`src/rtl/alpd_pkg.sv`:
```
// shared types and constants for the ascii length-prefixed deframer
// used by alpd_parser and ascii_length_prefix_deframer_core; no dependencies
package alpd_pkg;

  localparam int MAX_BODY_DEF = 65535;
  localparam logic [4:0] MAX_HEADER = 5'd16;
  localparam logic [4:0] HDR_LEN_RESET = 5'd4;

  localparam int CFG_AW = 3;
  localparam logic REG_HEADER_LENGTH = 1'b0;

  localparam logic [7:0] CH_SPACE = 8'h20;
  localparam logic [7:0] CH_TAB = 8'h09;
  localparam logic [7:0] CH_CR = 8'h0D;
  localparam logic [7:0] CH_PLUS = 8'h2B;
  localparam logic [7:0] CH_MINUS = 8'h2D;
  localparam logic [7:0] CH_ZERO = 8'h30;
  localparam logic [7:0] CH_NINE = 8'h39;

  typedef enum logic [1:0] {
    MODE_HEADER,
    MODE_BODY,
    MODE_DISCARD
  } mode_t;

  typedef enum logic [2:0] {
    PH_WS,
    PH_SIGN,
    PH_DIGITS,
    PH_DONE,
    PH_FAIL
  } phase_t;

  typedef enum logic [1:0] {
    KIND_BODY,
    KIND_EMPTY,
    KIND_ERROR
  } kind_t;

  typedef struct packed {
    logic       valid;
    kind_t      kind;
    logic [7:0] body_byte;
    logic       last;
  } result_t;

  function automatic logic is_space(input logic [7:0] c);
    return (c == CH_SPACE) || (c >= CH_TAB && c <= CH_CR);
  endfunction

  function automatic logic is_digit(input logic [7:0] c);
    return (c >= CH_ZERO) && (c <= CH_NINE);
  endfunction

endpackage

```
`src/rtl/alpd_parser.sv`:
```
// frame state and per-beat header parse / body count logic
// depends on alpd_pkg
module alpd_parser #(
  parameter int MAX_BODY = alpd_pkg::MAX_BODY_DEF
) (
  input  logic              clk,
  input  logic              rst_n,
  input  logic              step,
  input  logic [7:0]        data_byte,
  input  logic              chunk_end,
  input  logic [4:0]        hdr_len,
  output alpd_pkg::result_t res
);

  localparam int AW = $clog2(MAX_BODY + 2);
  localparam int BW = $clog2(MAX_BODY + 1);
  localparam logic [AW-1:0] LIM = AW'(MAX_BODY + 1);
  localparam logic [AW-1:0] BODY_MAX = AW'(MAX_BODY);

  alpd_pkg::mode_t  mode_r, mode_nxt;
  alpd_pkg::phase_t phase_r, phase_nxt, phase_p;
  logic [4:0]       hidx_r, hidx_nxt, hidx_p;
  logic             minus_r, minus_nxt, minus_p;
  logic [AW-1:0]    acc_r, acc_nxt, acc_p, acc_dig;
  logic [BW-1:0]    left_r, left_nxt;
  logic [AW+3:0]    prod;
  logic             body_last, hdr_done, hdr_bad;

  // accumulate one decimal digit with saturation at max body plus one
  always_comb begin
    prod = {1'b0, acc_r, 3'b000} + {3'b000, acc_r, 1'b0}
         + {AW'(0), data_byte[3:0]};
    if (acc_r >= LIM || prod > {4'b0000, LIM}) begin
      acc_dig = LIM;
    end else begin
      acc_dig = prod[AW-1:0];
    end
  end

  // %d style parse of one header byte
  always_comb begin
    phase_p = phase_r;
    minus_p = minus_r;
    acc_p   = acc_r;
    case (phase_r)
      alpd_pkg::PH_WS: begin
        if (alpd_pkg::is_space(data_byte)) begin
          phase_p = alpd_pkg::PH_WS;
        end else if (data_byte == alpd_pkg::CH_PLUS || data_byte == alpd_pkg::CH_MINUS) begin
          minus_p = (data_byte == alpd_pkg::CH_MINUS);
          phase_p = alpd_pkg::PH_SIGN;
        end else if (alpd_pkg::is_digit(data_byte)) begin
          acc_p   = acc_dig;
          phase_p = alpd_pkg::PH_DIGITS;
        end else begin
          phase_p = alpd_pkg::PH_FAIL;
        end
      end
      alpd_pkg::PH_SIGN: begin
        if (alpd_pkg::is_digit(data_byte)) begin
          acc_p   = acc_dig;
          phase_p = alpd_pkg::PH_DIGITS;
        end else begin
          phase_p = alpd_pkg::PH_FAIL;
        end
      end
      alpd_pkg::PH_DIGITS: begin
        if (alpd_pkg::is_digit(data_byte)) begin
          acc_p = acc_dig;
        end else begin
          phase_p = alpd_pkg::PH_DONE;
        end
      end
      default: begin
        phase_p = phase_r;
      end
    endcase
    hidx_p    = hidx_r + 5'd1;
    hdr_done  = (hidx_p >= hdr_len);
    hdr_bad   = !(phase_p == alpd_pkg::PH_DIGITS || phase_p == alpd_pkg::PH_DONE)
              || (minus_p && acc_p != '0) || (acc_p > BODY_MAX);
    body_last = (left_r <= BW'(1));
  end

  // next state
  always_comb begin
    mode_nxt  = mode_r;
    phase_nxt = phase_r;
    hidx_nxt  = hidx_r;
    minus_nxt = minus_r;
    acc_nxt   = acc_r;
    left_nxt  = left_r;
    unique case (mode_r)
      alpd_pkg::MODE_DISCARD: begin
        if (chunk_end) begin
          mode_nxt = alpd_pkg::MODE_HEADER;
        end
      end
      alpd_pkg::MODE_BODY: begin
        if (body_last) begin
          left_nxt = '0;
          mode_nxt = alpd_pkg::MODE_HEADER;
        end else begin
          left_nxt = left_r - BW'(1);
        end
      end
      alpd_pkg::MODE_HEADER: begin
        if (!hdr_done) begin
          phase_nxt = phase_p;
          hidx_nxt  = hidx_p;
          minus_nxt = minus_p;
          acc_nxt   = acc_p;
        end else begin
          phase_nxt = alpd_pkg::PH_WS;
          hidx_nxt  = '0;
          minus_nxt = 1'b0;
          acc_nxt   = '0;
          if (hdr_bad) begin
            mode_nxt = chunk_end ? alpd_pkg::MODE_HEADER : alpd_pkg::MODE_DISCARD;
          end else if (acc_p == '0) begin
            mode_nxt = alpd_pkg::MODE_HEADER;
          end else begin
            left_nxt = acc_p[BW-1:0];
            mode_nxt = alpd_pkg::MODE_BODY;
          end
        end
      end
      default: begin
        mode_nxt = alpd_pkg::MODE_HEADER;
      end
    endcase
  end

  // result of this beat
  always_comb begin
    res = '0;
    unique case (mode_r)
      alpd_pkg::MODE_BODY: begin
        res.valid     = 1'b1;
        res.kind      = alpd_pkg::KIND_BODY;
        res.body_byte = data_byte;
        res.last      = body_last;
      end
      alpd_pkg::MODE_HEADER: begin
        if (hdr_done && hdr_bad) begin
          res.valid = 1'b1;
          res.kind  = alpd_pkg::KIND_ERROR;
        end else if (hdr_done && acc_p == '0) begin
          res.valid = 1'b1;
          res.kind  = alpd_pkg::KIND_EMPTY;
        end
      end
      default: begin
        res.valid = 1'b0;
      end
    endcase
  end

  always_ff @(posedge clk) begin
    if (!rst_n) begin
      mode_r  <= alpd_pkg::MODE_HEADER;
      phase_r <= alpd_pkg::PH_WS;
      hidx_r  <= '0;
      minus_r <= 1'b0;
      acc_r   <= '0;
      left_r  <= '0;
    end else if (step) begin
      mode_r  <= mode_nxt;
      phase_r <= phase_nxt;
      hidx_r  <= hidx_nxt;
      minus_r <= minus_nxt;
      acc_r   <= acc_nxt;
      left_r  <= left_nxt;
    end
  end

endmodule

```
`src/rtl/ascii_length_prefix_deframer_core.sv`:
```
// top level of the ascii length-prefixed deframer: stream ports, apb register,
// input and result registers; depends on alpd_pkg and alpd_parser
//
// channel   ports                         beat
// in        in_tvalid/in_tready            tdata: data_byte[7:0]; tlast: chunk_end
// out       out_tvalid/out_tready          tdata: body_byte[7:0]; tuser: kind; tlast: last
// cfg       cfg_psel/penable/pwrite/...    header_length at byte address 0
//
// one byte per cycle while out_tready is high; an accepted byte passes through the input register,
// then parse and the result register
// only the final header byte can give a beat (empty or error); discarded bytes give none
// synchronous active-low reset clears control state and header_length to 4
// out_tready low holds the result register and backs up into the input register
module ascii_length_prefix_deframer_core #(
  parameter int MAX_BODY = alpd_pkg::MAX_BODY_DEF
) (
  input  logic                        clk,
  input  logic                        rst_n,
  input  logic                        in_tvalid,
  output logic                        in_tready,
  input  logic [7:0]                  in_tdata,   // data_byte
  input  logic                        in_tlast,
  output logic                        out_tvalid,
  input  logic                        out_tready,
  output logic [7:0]                  out_tdata,  // body_byte
  output logic [1:0]                  out_tuser,  // kind
  output logic                        out_tlast,
  input  logic                        cfg_psel,
  input  logic                        cfg_penable,
  input  logic                        cfg_pwrite,
  input  logic [alpd_pkg::CFG_AW-1:0] cfg_paddr,
  input  logic [31:0]                 cfg_pwdata,
  output logic [31:0]                 cfg_prdata,
  output logic                        cfg_pready
);

  logic [4:0]        hl_r;
  logic [4:0]        hdr_len;
  logic              s1_valid_r;
  logic [7:0]        s1_byte_r;
  logic              s1_end_r;
  logic              out_free, s1_go, in_acc, cfg_wr;
  logic              out_valid_r;
  logic [7:0]        out_byte_r;
  logic [1:0]        out_kind_r;
  logic              out_last_r;
  alpd_pkg::result_t res;

  assign cfg_pready = 1'b1;
  assign cfg_wr     = cfg_psel && cfg_penable && cfg_pwrite && cfg_pready
                    && (cfg_paddr[2] == alpd_pkg::REG_HEADER_LENGTH);
  assign cfg_prdata = (cfg_paddr[2] == alpd_pkg::REG_HEADER_LENGTH) ? {27'd0, hl_r} : 32'd0;

  always_comb begin
    if (hl_r == 5'd0) begin
      hdr_len = 5'd1;
    end else if (hl_r > alpd_pkg::MAX_HEADER) begin
      hdr_len = alpd_pkg::MAX_HEADER;
    end else begin
      hdr_len = hl_r;
    end
  end

  assign out_free  = !out_valid_r || out_tready;
  assign s1_go     = s1_valid_r && out_free;
  assign in_tready = !s1_valid_r || s1_go;
  assign in_acc    = in_tvalid && in_tready;

  alpd_parser #(
    .MAX_BODY(MAX_BODY)
  ) u_parser (
    .clk       (clk),
    .rst_n     (rst_n),
    .step      (s1_go),
    .data_byte (s1_byte_r),
    .chunk_end (s1_end_r),
    .hdr_len   (hdr_len),
    .res       (res)
  );

  always_ff @(posedge clk) begin
    if (!rst_n) begin
      hl_r        <= alpd_pkg::HDR_LEN_RESET;
      s1_valid_r  <= 1'b0;
      out_valid_r <= 1'b0;
    end else begin
      if (cfg_wr) begin
        hl_r <= cfg_pwdata[4:0];
      end
      if (in_acc) begin
        s1_valid_r <= 1'b1;
      end else if (s1_go) begin
        s1_valid_r <= 1'b0;
      end
      if (out_free) begin
        out_valid_r <= s1_go && res.valid;
      end
    end
  end

  always_ff @(posedge clk) begin
    if (in_acc) begin
      s1_byte_r <= in_tdata;
      s1_end_r  <= in_tlast;
    end
    if (s1_go && res.valid) begin
      out_byte_r <= res.body_byte;
      out_kind_r <= res.kind;
      out_last_r <= res.last;
    end
  end

  assign out_tvalid = out_valid_r;
  assign out_tdata  = out_byte_r;
  assign out_tuser  = out_kind_r;
  assign out_tlast  = out_last_r;

  a_marker_beats_empty: assert property (@(posedge clk) disable iff (!rst_n)
    out_tvalid && (out_tuser != alpd_pkg::KIND_BODY) |-> !out_tlast && (out_tdata == 8'd0))
    else $error("empty or error beat carries data or last");

  a_result_from_stage: assert property (@(posedge clk) disable iff (!rst_n)
    $rose(out_tvalid) |-> $past(s1_go))
    else $error("result beat appeared without a parsed input byte");

  a_no_stall_when_drained: assert property (@(posedge clk) disable iff (!rst_n)
    out_tready |-> in_tready)
    else $error("input stalled while result side is ready");

endmodule

```
`config.mk`:
```
export PLATFORM = sky130hd
export DESIGN_NAME = ascii_length_prefix_deframer_core
export DESIGN_NICKNAME = d
export VERILOG_FILES = /design/src/rtl/alpd_pkg.sv /design/src/rtl/alpd_parser.sv /design/src/rtl/ascii_length_prefix_deframer_core.sv
export SDC_FILE = /design/constraint.sdc
export NUM_CORES = 1
export LEC_CHECK = 0
export BUFFER_PORTS_ARGS = -buffer_cell sky130_fd_sc_hd__buf_2
export CAP_MARGIN = 20
export CELL_PAD_IN_SITES_DETAIL_PLACEMENT = 1
export CELL_PAD_IN_SITES_GLOBAL_PLACEMENT = 1
export CORE_UTILIZATION = 42
export CTS_CLUSTER_SIZE = 16
export DETAILED_ROUTE_END_ITERATION = 10
export PLACE_DENSITY_LB_ADDON = 0.1
export SETUP_SLACK_MARGIN = 0.5
export SLEW_MARGIN = 5
export SYNTH_ARGS = -nofsm -noshare
export SYNTH_HDL_FRONTEND = slang
export SYNTH_SLANG_ARGS = --single-unit
```
`constraint.sdc`:
```
create_clock -name clk -period 5.3 [get_ports clk]
set_input_delay 1.06 -clock clk [delete_from_list [all_inputs] [get_ports clk]]
set_output_delay 1.06 -clock clk [all_outputs]
set_load 0.05 [all_outputs]
```
* Word level (Yosys, flattened, before mapping)
Index checks and enable logic that the tools add are counted.
Widths: inputs -> output; s select.
** Cells by class
- Add/subtract/negate cells :: 4
- Reductions and logical operators :: 34
- Order comparisons :: 10
- Mux-type cells :: 37
- Equal/unequal tests :: 14
- Bitwise logic cells :: 2
** Operator list (number)
- $mux 17 :: 5
- $mux 16 :: 4
- $pmux 17 s2 :: 1
- $pmux 16 s2 :: 1
- $eq 8x6->1 const B :: 3
- $add 20x18->21 :: 1
- $add 21x4->21 :: 1
- $gt 21x17->1 const B :: 1
- $mux 3 :: 7
- $mux 5 :: 4
- $ge 17x17->1 const B :: 1
- $gt 17x16->1 const B :: 1
- $logic_not 17->1 :: 1
- $reduce_bool 17->1 :: 1
- $le 16x1->1 const B :: 1
- $sub 16x1->16 const B :: 1
- $logic_and 1x1->1 :: 11
- $mux 2 :: 5
- $eq 3x2->1 const B :: 3
- $pmux 3 s3 :: 1
- $ge 8x4->1 const B :: 1
- $ge 8x6->1 const B :: 1
- $le 8x4->1 const B :: 1
- $le 8x6->1 const B :: 1
- 22 further kinds :: 43
** Storage, ports and cells
- Flip-flop bits (word level) :: 71
- Output and inout bits :: 46
- Word-level logic and storage cells :: 116
- Input bits :: 51

* Depth between registers and ports, before layout
Gate-level depths: netlist of the first run.
- Word-level depth :: 17
- Gate-level depth with buffers :: 16

* By module
From an unflattened synthesis of the first run, not the netlist that was laid out.
** Unflattened totals
- Cell total of the unflattened synthesis :: 653
- Area, all modules :: 5469.0 um^2
** By module, submodules not included
- alpd_parser :: sequential area each 880.8 um^2, cells an instance 557, times used 1, area an instance 4260.3 um^2
- ascii_length_prefix_deframer_core :: sequential area each 740.7 um^2, cells an instance 96, times used 1, area an instance 1208.7 um^2

* Least setup slack after synthesis of the first run
OpenSTA, ideal clock, no wires.
- Kind :: register to register
- Start point :: reg s1_byte_r[3]
- End point :: reg out_byte_r[0] (netlist: out_tdata[0]) (enable)
- Path slack :: 0.935 ns
- Data required time :: 4.953 ns
- Arrival time :: 4.018 ns
- Period minus slack after synthesis :: 4.365 ns
- Cell stages (with the launch flop) :: 15
- Cells stage by stage :: edfxtp_1 -> inv_1 -> fa_1 -> fa_1 -> nand2b_1 -> a211oi_2 -> o31a_1 -> o221a_1 -> o221ai_2 -> nand2b_1 -> a22o_1 -> nor4_4 -> nor4_1 -> nor2_1 -> o21a_1
** Between the ends
- Word-level cells in the longest chain between the ends :: 16
- Elaborated cells between the ends (all ways) :: 43
** Ends and longest elaborated chain
- start: declaration :: line ascii_length_prefix_deframer_core.sv:40 : logic [7:0] s1_byte_r;
- start signal: assignment :: line ascii_length_prefix_deframer_core.sv:103 : s1_byte_r <= in_tdata;
- branches (longest 13 deep; another with $add 21x4->21)
- $mux 3 (*) :: line alpd_parser.sv:145 : if (hdr_done && hdr_bad) begin
- $pmux 1 s2 (*) :: line alpd_parser.sv:137 : unique case (mode_r)
- $logic_and 1x1->1 (*) :: line ascii_length_prefix_deframer_core.sv:106 : if (s1_go && res.valid) begin
- end signal: assignment :: line ascii_length_prefix_deframer_core.sv:107 : out_byte_r <= res.body_byte;
- end: declaration :: line ascii_length_prefix_deframer_core.sv:44 : logic [7:0] out_byte_r;
Mark *: on every way between the ends.
A chain may end at the register's enable or synchronous reset.

* Worst setup path after layout of the first run
- Start point :: reg s1_byte_r[3]
- End point :: reg u_parser.left_r[2]
** Between the ends
- Word-level cells in the longest chain between the ends :: 14
- Elaborated cells between the ends (all ways) :: 44
** Ends and longest elaborated chain
- branches (longest 14 deep; another with $add 21x4->21)
- end signal: assignment :: line alpd_parser.sv:173 : left_r <= left_nxt;
- end: declaration :: line alpd_parser.sv:25 : logic [BW-1:0] left_r, left_nxt;
Several ways; the timed one is not identified. The select of a mux whose other input is x is not followed.

==> impl_results.md, run 1 <==
* Required time worst endpoint at 5.52 ns
* Period utilisation layout at 0.864
* Most frequent cell after synthesis: nor2_1
* Vias at 5162
* Total CTS buffers at 9
* Fmax at 219 MHz
* EDFF count, synth at 20
* Post-Route Skew at 0.00849 ns
* GRT Util Overall at 0.254
* Area delta synth->final at 11.9%
* Crit path launch: s1_byte_r[3]
* RD Place Congestion at 0.834
* Die height at 116 um
* Max_cap viols at 0
* Initial cell density of the core at 0.434
* Ys async rst share at 0
* Synth cell types at 78
* Die ar. at 0.0136 mm^2
* DRC violations left at 0
* Post-synth top area cell: dfxtp_1
* Maximum level of the CTS H-tree at 3
* Worst slew pin tran at 0.870 ns
* Initial antenna violation count at 0
* Pwr/cell area at 206 mW/mm^2
* Die W at 116 um
* Tmin final at 4.58 ns
* Hold Slack at 0.473 ns
* Max FO, Critical Path at 8
* Crit start category: flip-flop
* Overall power at 1270 uW
* R2R cell count at 15
* First-pass GRT wire length at 26500 um
* Clock transition at the registers of the reported paths at 0.06 ns
* Pin count of the biggest net entering global routing at 23
* Critical path endpoint category: flip-flop
* Max VDD drop at 0.146 mV
* Initial DRC count at 293
* Post-DR vias/cell at 5.75
* Vias in the first global route at 5118
* Row count at 41
* Total gr overflow at 0
* Area of the multi-input gates at 0.00362 mm^2
* R2r setup slk at 0.72 ns
* LEAKAGE at 0.00270 uW
* IO Pins at 97
* Post-synthesis cell area at 0.00550 mm^2
* Hold wc startpoint: u_parser.hidx_r[4]
* Dpl hpwl at 12500 um
* Yosys reg bits at 71
* Commonest cells post-synth: nor2_1 (83), a21oi_1 (57), nand2_1 (55)
* Worst hold path cell count at 2
* Layout net count at 815
* Layout cells sized above 1 at 0.124
* Max-slew headroom at 0.418
* CTS tree: yes
* Register area share after synthesis at 0.295
* Post-Route WL at 16500 um
* Clk buf depth at 2
* First-pass DRT Iterations at 4
* Worst hold path type: reg -> reg
* Crit Path Category: reg -> reg
* Final Max Tran Viols at 0
* Syn avg cell area at 8.05 um^2
* Clock sinks at 71
* Setup TNS at 0 ns
* Fill cells at 1574
* # hold bufs at CTS at 0
* Hold Violations, Final at 0
* Final setup violating endpoints at 0
* Synth Instances at 683
* Register area at 0.00162 mm^2
* Port bufs at 39
* Post-synth top area share at 0.186
* Worst EP arrival at 4.80 ns
* ANT cells at 0
* RSZ-0062 raised after global routing: no
* Root Driver: clkbuf_16
* DRT antenna net count at 0
* Total core area at 0.0127 mm^2
* Min-Delay Endpoint: u_parser.hidx_r[4]
* Ys flop type: dfxtp_1
* Worst-Skew Late Latency at 0.34 ns
* Status: complete, no violations
* WL/cell at 18.4 um
* RR Endpoint: u_parser.left_r[2]
* Critical R2R Launch: s1_byte_r[3]
* Post-Place Setup Slack at 0.361 ns
* Ys Warns at 0
* Ranking of synthesized cells by area: dfxtp_1 (19%), edfxtp_1 (11%), ha_1 (9.3%)
* Final worst setup slack at 0.723 ns
[through the flow]
stage / cells / instance area [um^2] / utilization
detailed placement: 876 / 5780 / 0.456
finish: 897 / 6150 / 0.486
floorplan: 709 / 5600 / -
CTS: 893 / 6070 / 0.479
global route: 897 / 6150 / 0.486
global placement: 876 / 5780 / 0.456
[state kept, by name, indices dropped and copies added (netlist names), 2 cells and up]
register and count:
out_tdata 8, u_parser.acc_r 17, u_parser.mode_r 2, hl_r 5, out_tuser 2, s1_byte_r 8, u_parser.left_r 16, u_parser.hidx_r 5
u_parser.phase_r 3
[critical path: stages, from the launching register on]
cell and delay (ns):
edfxtp_1 0.37, inv_1 0.08, fa_1 0.53, fa_1 0.48, nand2b_1 0.22, a211oi_4 0.39
o31a_1 0.24, o221a_1 0.23, o221ai_2 0.22, or4_4 0.54, a21oi_2 0.19, nor4_4 0.09
buf_4 0.17, and2_4 0.15, o31a_1 0.28, o31a_1 0.30
[kinds of logic (layout without fill, tap and decap cells)]
| family | Yosys count | count (layout) | share of synthesized area |
|---|---|---|---|
| buffers and inverters | 77 | 93 | 0.0742 |
| AND/OR/NAND/NOR | 266 | 266 | 0.240 |
| AO/OA/AOI/OAI | 196 | 196 | 0.242 |
| XOR/XNOR | 20 | 20 | 0.0318 |
| flip-flops | 71 | 71 | 0.295 |
| adder cells (fa/ha/maj) | 43 | 43 | 0.101 |
| other | 2 | 28 | 0.00137 |
| multiplexers | 8 | 8 | 0.0146 |
[per-layer routing]
layer  track usage  routed length, um  share of wire
met1         0.323               7630           0.46
met2         0.427               7980           0.48
met3        0.0488                637          0.039
met4        0.0915                272          0.016
met5             0                  0              0
[where the power goes]
group | total, uW | leakage (uW) | switching [uW] | internal, uW
Sequential | 575 | 0.000621 | 9.89 | 565
Clock | 559 | 0.000133 | 219 | 339
Combinational | 133 | 0.00195 | 101 | 32.0
[worst max-delay path by stage]
stage | cells past startpoint | endpoint | slack [ns]
floorplan | 14 | out_tdata[0] | 0.94
global placement | 15 | out_tdata[6] | 0.47
detailed placement | 15 | out_tdata[7] | 0.36
finish | 15 | u_parser.left_r[2] | 0.72
CTS | 16 | out_tdata[4] | 0.53
global route | 17 | out_tdata[1] | 0.51
[layout make-up]
type | instances | share of cell area
clock inverters | 1 | 0.000814
multi-input cells | 561 | 0.588
inverters | 21 | 0.0128
well taps | 172 | 0.0350
flip-flops and latches | 71 | 0.264
repair buffers | 57 | 0.0563
clock buffers | 14 | 0.0429
[what timing repair did]
action | 4_1_cts | 5_1_grt
endpoints found under the setup margin | 11 | 28
setup buffers | 2 | 4
resized for setup | 1 | 9
endpoints found under the hold margin | 0 | 0
pin swaps | 1 | 8
[cells in the final DEF (no fill, tap or decap), types with 10 or more instances in the layout]
cell      instances
dfxtp_1          50
nand3_1          19
conb_1           28
and2_1           14
xnor2_1          13
a22oi_1          12
nor3_1           26
buf_2            39
inv_1            20
o21ai_0          25
edfxtp_1         20
a21oi_1          57
nor2_1           83
a21o_1           10
nand2_1          55
buf_4            16
nor4_1           10
ha_1             41
(Power assumes the default switching activity.)
==> inputs of run 2 (changes only) <==
--- a/config.mk
+++ b/config.mk
@@ -5,11 +5,12 @@
 export SDC_FILE = /design/constraint.sdc
 export NUM_CORES = 1
 export LEC_CHECK = 0
+export ABC_AREA = 1
 export BUFFER_PORTS_ARGS = -buffer_cell sky130_fd_sc_hd__buf_2
 export CAP_MARGIN = 20
 export CELL_PAD_IN_SITES_DETAIL_PLACEMENT = 1
 export CELL_PAD_IN_SITES_GLOBAL_PLACEMENT = 1
-export CORE_UTILIZATION = 42
+export CORE_UTILIZATION = 41
 export CTS_CLUSTER_SIZE = 16
 export DETAILED_ROUTE_END_ITERATION = 10
 export PLACE_DENSITY_LB_ADDON = 0.1
==> run 2 against run 1 <==
Effect of this change: sequential cell count is the same; non-clock buffer count shrank 9; register-to-register slack gained 0.14 ns; clock power grew 8.8%; clock skew shrank 0.0013 ns; synthesized cell count grew 32%; sequential power grew 2%; worst hold slack gained 0.0095 ns; count of clock-buffer cells in the layout shrank 4; combinational power grew to 2.7 times the previous value; critical path type unchanged; largest cell class unchanged; largest power group is now the clock network.
==> impl_results.md, run 2 <==
* Hold Violations, Final at 0 (unchanged)
* Initial DRC count at 249 (-15%)
* Clock power frac at 0.389 (-0.052)
* Final Max Tran Viols at 0 (unchanged)
* Fmax at 225 MHz (+3.2%)
* Crit Path Category: reg -> reg
* Required time worst endpoint at 5.37 ns (-0.15 ns)
* Total core area at 0.0145 mm^2 (+14%)
* Initial antenna violation count at 0 (unchanged)
* Ys Warns at 0 (unchanged)
* Combinational share of power at 0.233 (+0.128)
* Worst hold path type: reg -> reg
* Internal at 1050 uW (+12%)
* Clk buf depth at 2 (unchanged)
* Post-Route WL at 17600 um (+6.7%)
* Critical path endpoint category: flip-flop
* LEAKAGE at 0.00327 uW (+21%)
* DRC violations left at 0 (unchanged)
* Port bufs at 39 (unchanged)
* Post-synth top area share at 0.168 (-0.0175)
* Seq pwr share at 0.377 (-0.077)
* IO Pins at 97 (unchanged)
* Synth cell types at 51 (-35%)
* Syn avg cell area at 6.76 um^2 (-16%)
* Fill cells at 1933 (+23%)
* Max-slew headroom at 0.416 (-0.00163)
* Post-synth top area cell: dfxtp_1
* Total CTS buffers at 9 (unchanged)
* Period utilisation layout at 0.837 (-0.0265)
* Slowest CP cell: fa_1
* Layout cells sized above 1 at 0.156 (+0.0321)
* Max VDD drop at 0.180 mV (+23%)
* Ranking of synthesized cells by area: dfxtp_1 (17%), nand2_1 (14%), edfxtp_1 (9.9%)
* Area delta synth->final at 10.4%
* Worst EP arrival at 4.51 ns (-0.29 ns)
* Max reg flops at 17 (unchanged)
* GRT Util Overall at 0.239 (-0.0155)
* Final non-filler cell total at 1125 (+25%)
* Post-synthesis cell area at 0.00607 mm^2 (+10%)
* RSZ-0062 raised after global routing: no
* Placed cells at 1102 (+26%)
* Commonest cells post-synth: nand2_1 (229), inv_1 (118), nor2_1 (89)
* Ys async rst share at 0 (unchanged)
* Crit path launch: s1_byte_r[3]
* Final core utilization at 0.463 (-0.0226)
* Tmin final at 4.44 ns (-0.140 ns)
* CP dominant cell by count: nand2_1
* Clock transition at the registers of the reported paths at 0.06 ns (about the same)
* DRT antenna net count at 0 (unchanged)
* Vias in the first global route at 5863 (+15%)
* Final setup violating endpoints at 0 (unchanged)
* Clock sinks at 71 (unchanged)
* Max FO, Critical Path at 16 (+8)
* EDFF count, synth at 20 (unchanged)
* Die ar. at 0.0153 mm^2 (+13%)
* Crit path largest cell delay at 0.46 ns (-0.08 ns)
* Dpl hpwl at 13800 um (+10%)
* RD Place Congestion at 0.837 (+0.26%)
* First-pass DRT Iterations at 4 (unchanged)
* Register area share after synthesis at 0.267 (-0.0278)
* Switch Pwr at 516 uW (+56%)
* Most frequent cells in the layout: nand2_1 (226), inv_1 (117), nor2_1 (88), nand3_1 (63)
* Synth Instances at 899 (+32%)
* Post-Route Skew at 0.00721 ns (-0.00128 ns)
* Switch share at 0.330 (+0.0696)
* Initial cell density of the core at 0.419 (-0.0146)
* Status: complete, no violations
* Crit start category: flip-flop
* Leading cell type in the layout, fill and taps excluded: nand2_1
* Top flop regs: u_parser.acc_r x17, u_parser.left_r x16
* Die W at 124 um (+6.2%)
* Root Driver: clkbuf_16
* Vias at 5854 (+13%)
* Critical R2R Launch: s1_byte_r[3]
* Yosys reg bits at 71 (unchanged)
* Post-DR vias/cell at 5.20 (-9.6%)
* CTS tree: yes
* Die height at 124 um (+6.2%)
* Row count at 44 (+7.3%)
* Biggest register: u_parser.acc_r
* Ys flop type: dfxtp_1
* First-pass GRT wire length at 28500 um (+7.5%)
* Pin count of the biggest net entering global routing at 31 (+35%)
* ANT cells at 0 (unchanged)
* WL/cell at 15.7 um (-15%)
* Total gr overflow at 0 (unchanged)
* Setup TNS at 0 ns (unchanged)
* Worst slew pin tran at 0.871 ns (+0.000910 ns)
* Most frequent cell after synthesis: nand2_1
* Max_cap viols at 0 (unchanged)
* Worst-Skew Late Latency at 0.34 ns (about the same)
* Pwr/cell area at 233 mW/mm^2 (+13%)
* Maximum level of the CTS H-tree at 3 (unchanged)
* Hold wc startpoint: u_parser.hidx_r[4]
* Layout net count at 1030 (+26%)
-- run 2: logic make-up (layout without fill, tap and decap cells) --
kind of cell,after synthesis,after routing,share of synthesized area
AND/OR/NAND/NOR,464,464,0.347
buffers and inverters,177,193,0.133
AO/OA/AOI/OAI,123,123,0.131
flip-flops,71,71,0.267
adder cells (fa/ha/maj),43,43,0.0911
XOR/XNOR,19,19,0.0286
other,2,28,0.00124
-- run 2: per-stage QoR --
step | instance area [um^2] | setup slack (ns) | total power, uW | hold WS [ns]
floorplan | 6170 | 1.47 | 883 | 0.445
global placement | 6290 | 0.743 | 939 | 0.451
detailed placement | 6290 | 0.602 | 952 | 0.478
CTS | 6580 | 0.566 | 1560 | 0.485
global route | 6700 | 0.486 | 1640 | 0.506
finish | 6700 | 0.864 | 1560 | 0.483
-- run 2: layout make-up --
cell class	instances	area (um^2)	share of cell area
Multi-Input combinational cell	677	3770	0.563
Sequential cell	71	1620	0.242
Inverter	128	484	0.0722
Timing Repair Buffer	48	295	0.0441
Tap cell	184	230	0.0343
Clock buffer	10	229	0.0342
Clock inverter	6	61.3	0.00915
Timing Repair inverter	1	7.51	0.00112
-- run 2: worst paths after layout --
kind / to / slack, ns / cells past startpoint
max reg2reg: out_tdata[5] / 0.86 / 28
max: out_tdata[5] / 0.86 / 28
min reg2reg: u_parser.hidx_r[4] / 0.48 / 2
min: u_parser.hidx_r[4] / 0.48 / 2
-- run 2: power groups by stage --
stage / Combinational (uW) / Sequential, uW / Clock (uW)
6_report: 364 / 589 / 608
5_1_grt: 405 / 590 / 644
4_1_cts: 353 / 589 / 620
3_5_place_dp: 351 / 600 / 0
3_3_place_gp: 340 / 600 / 0
2_1_floorplan: 282 / 601 / 0
-- run 2: worst max-delay path, delay by kind of cell, from the launching register on --
kind / cells / cell delay [ns]
simple gates: 20 / 2.00
fa+ha+maj: 2 / 0.91
buf+inv: 4 / 0.53
flops: 1 / 0.43
xor+xnor: 1 / 0.18
compound gates: 1 / 0.10
-- run 2: timing repair --
item / 4_1_cts / 5_1_grt
hold buffers: 0 / 0
resized for setup: 0 / 11
endpoints found under the setup margin: 0 / 27
setup buffers: 0 / 5
-- run 2: layer usage --
layer / wire length [um] / track usage / up-vias
met5: 0 / 0 / -
met4: 265 / 0.0670 / 0
met3: 485 / 0.0362 / 21
met2: 8630 / 0.416 / 87
met1: 8250 / 0.302 / 2795
li1: - / - / 2951
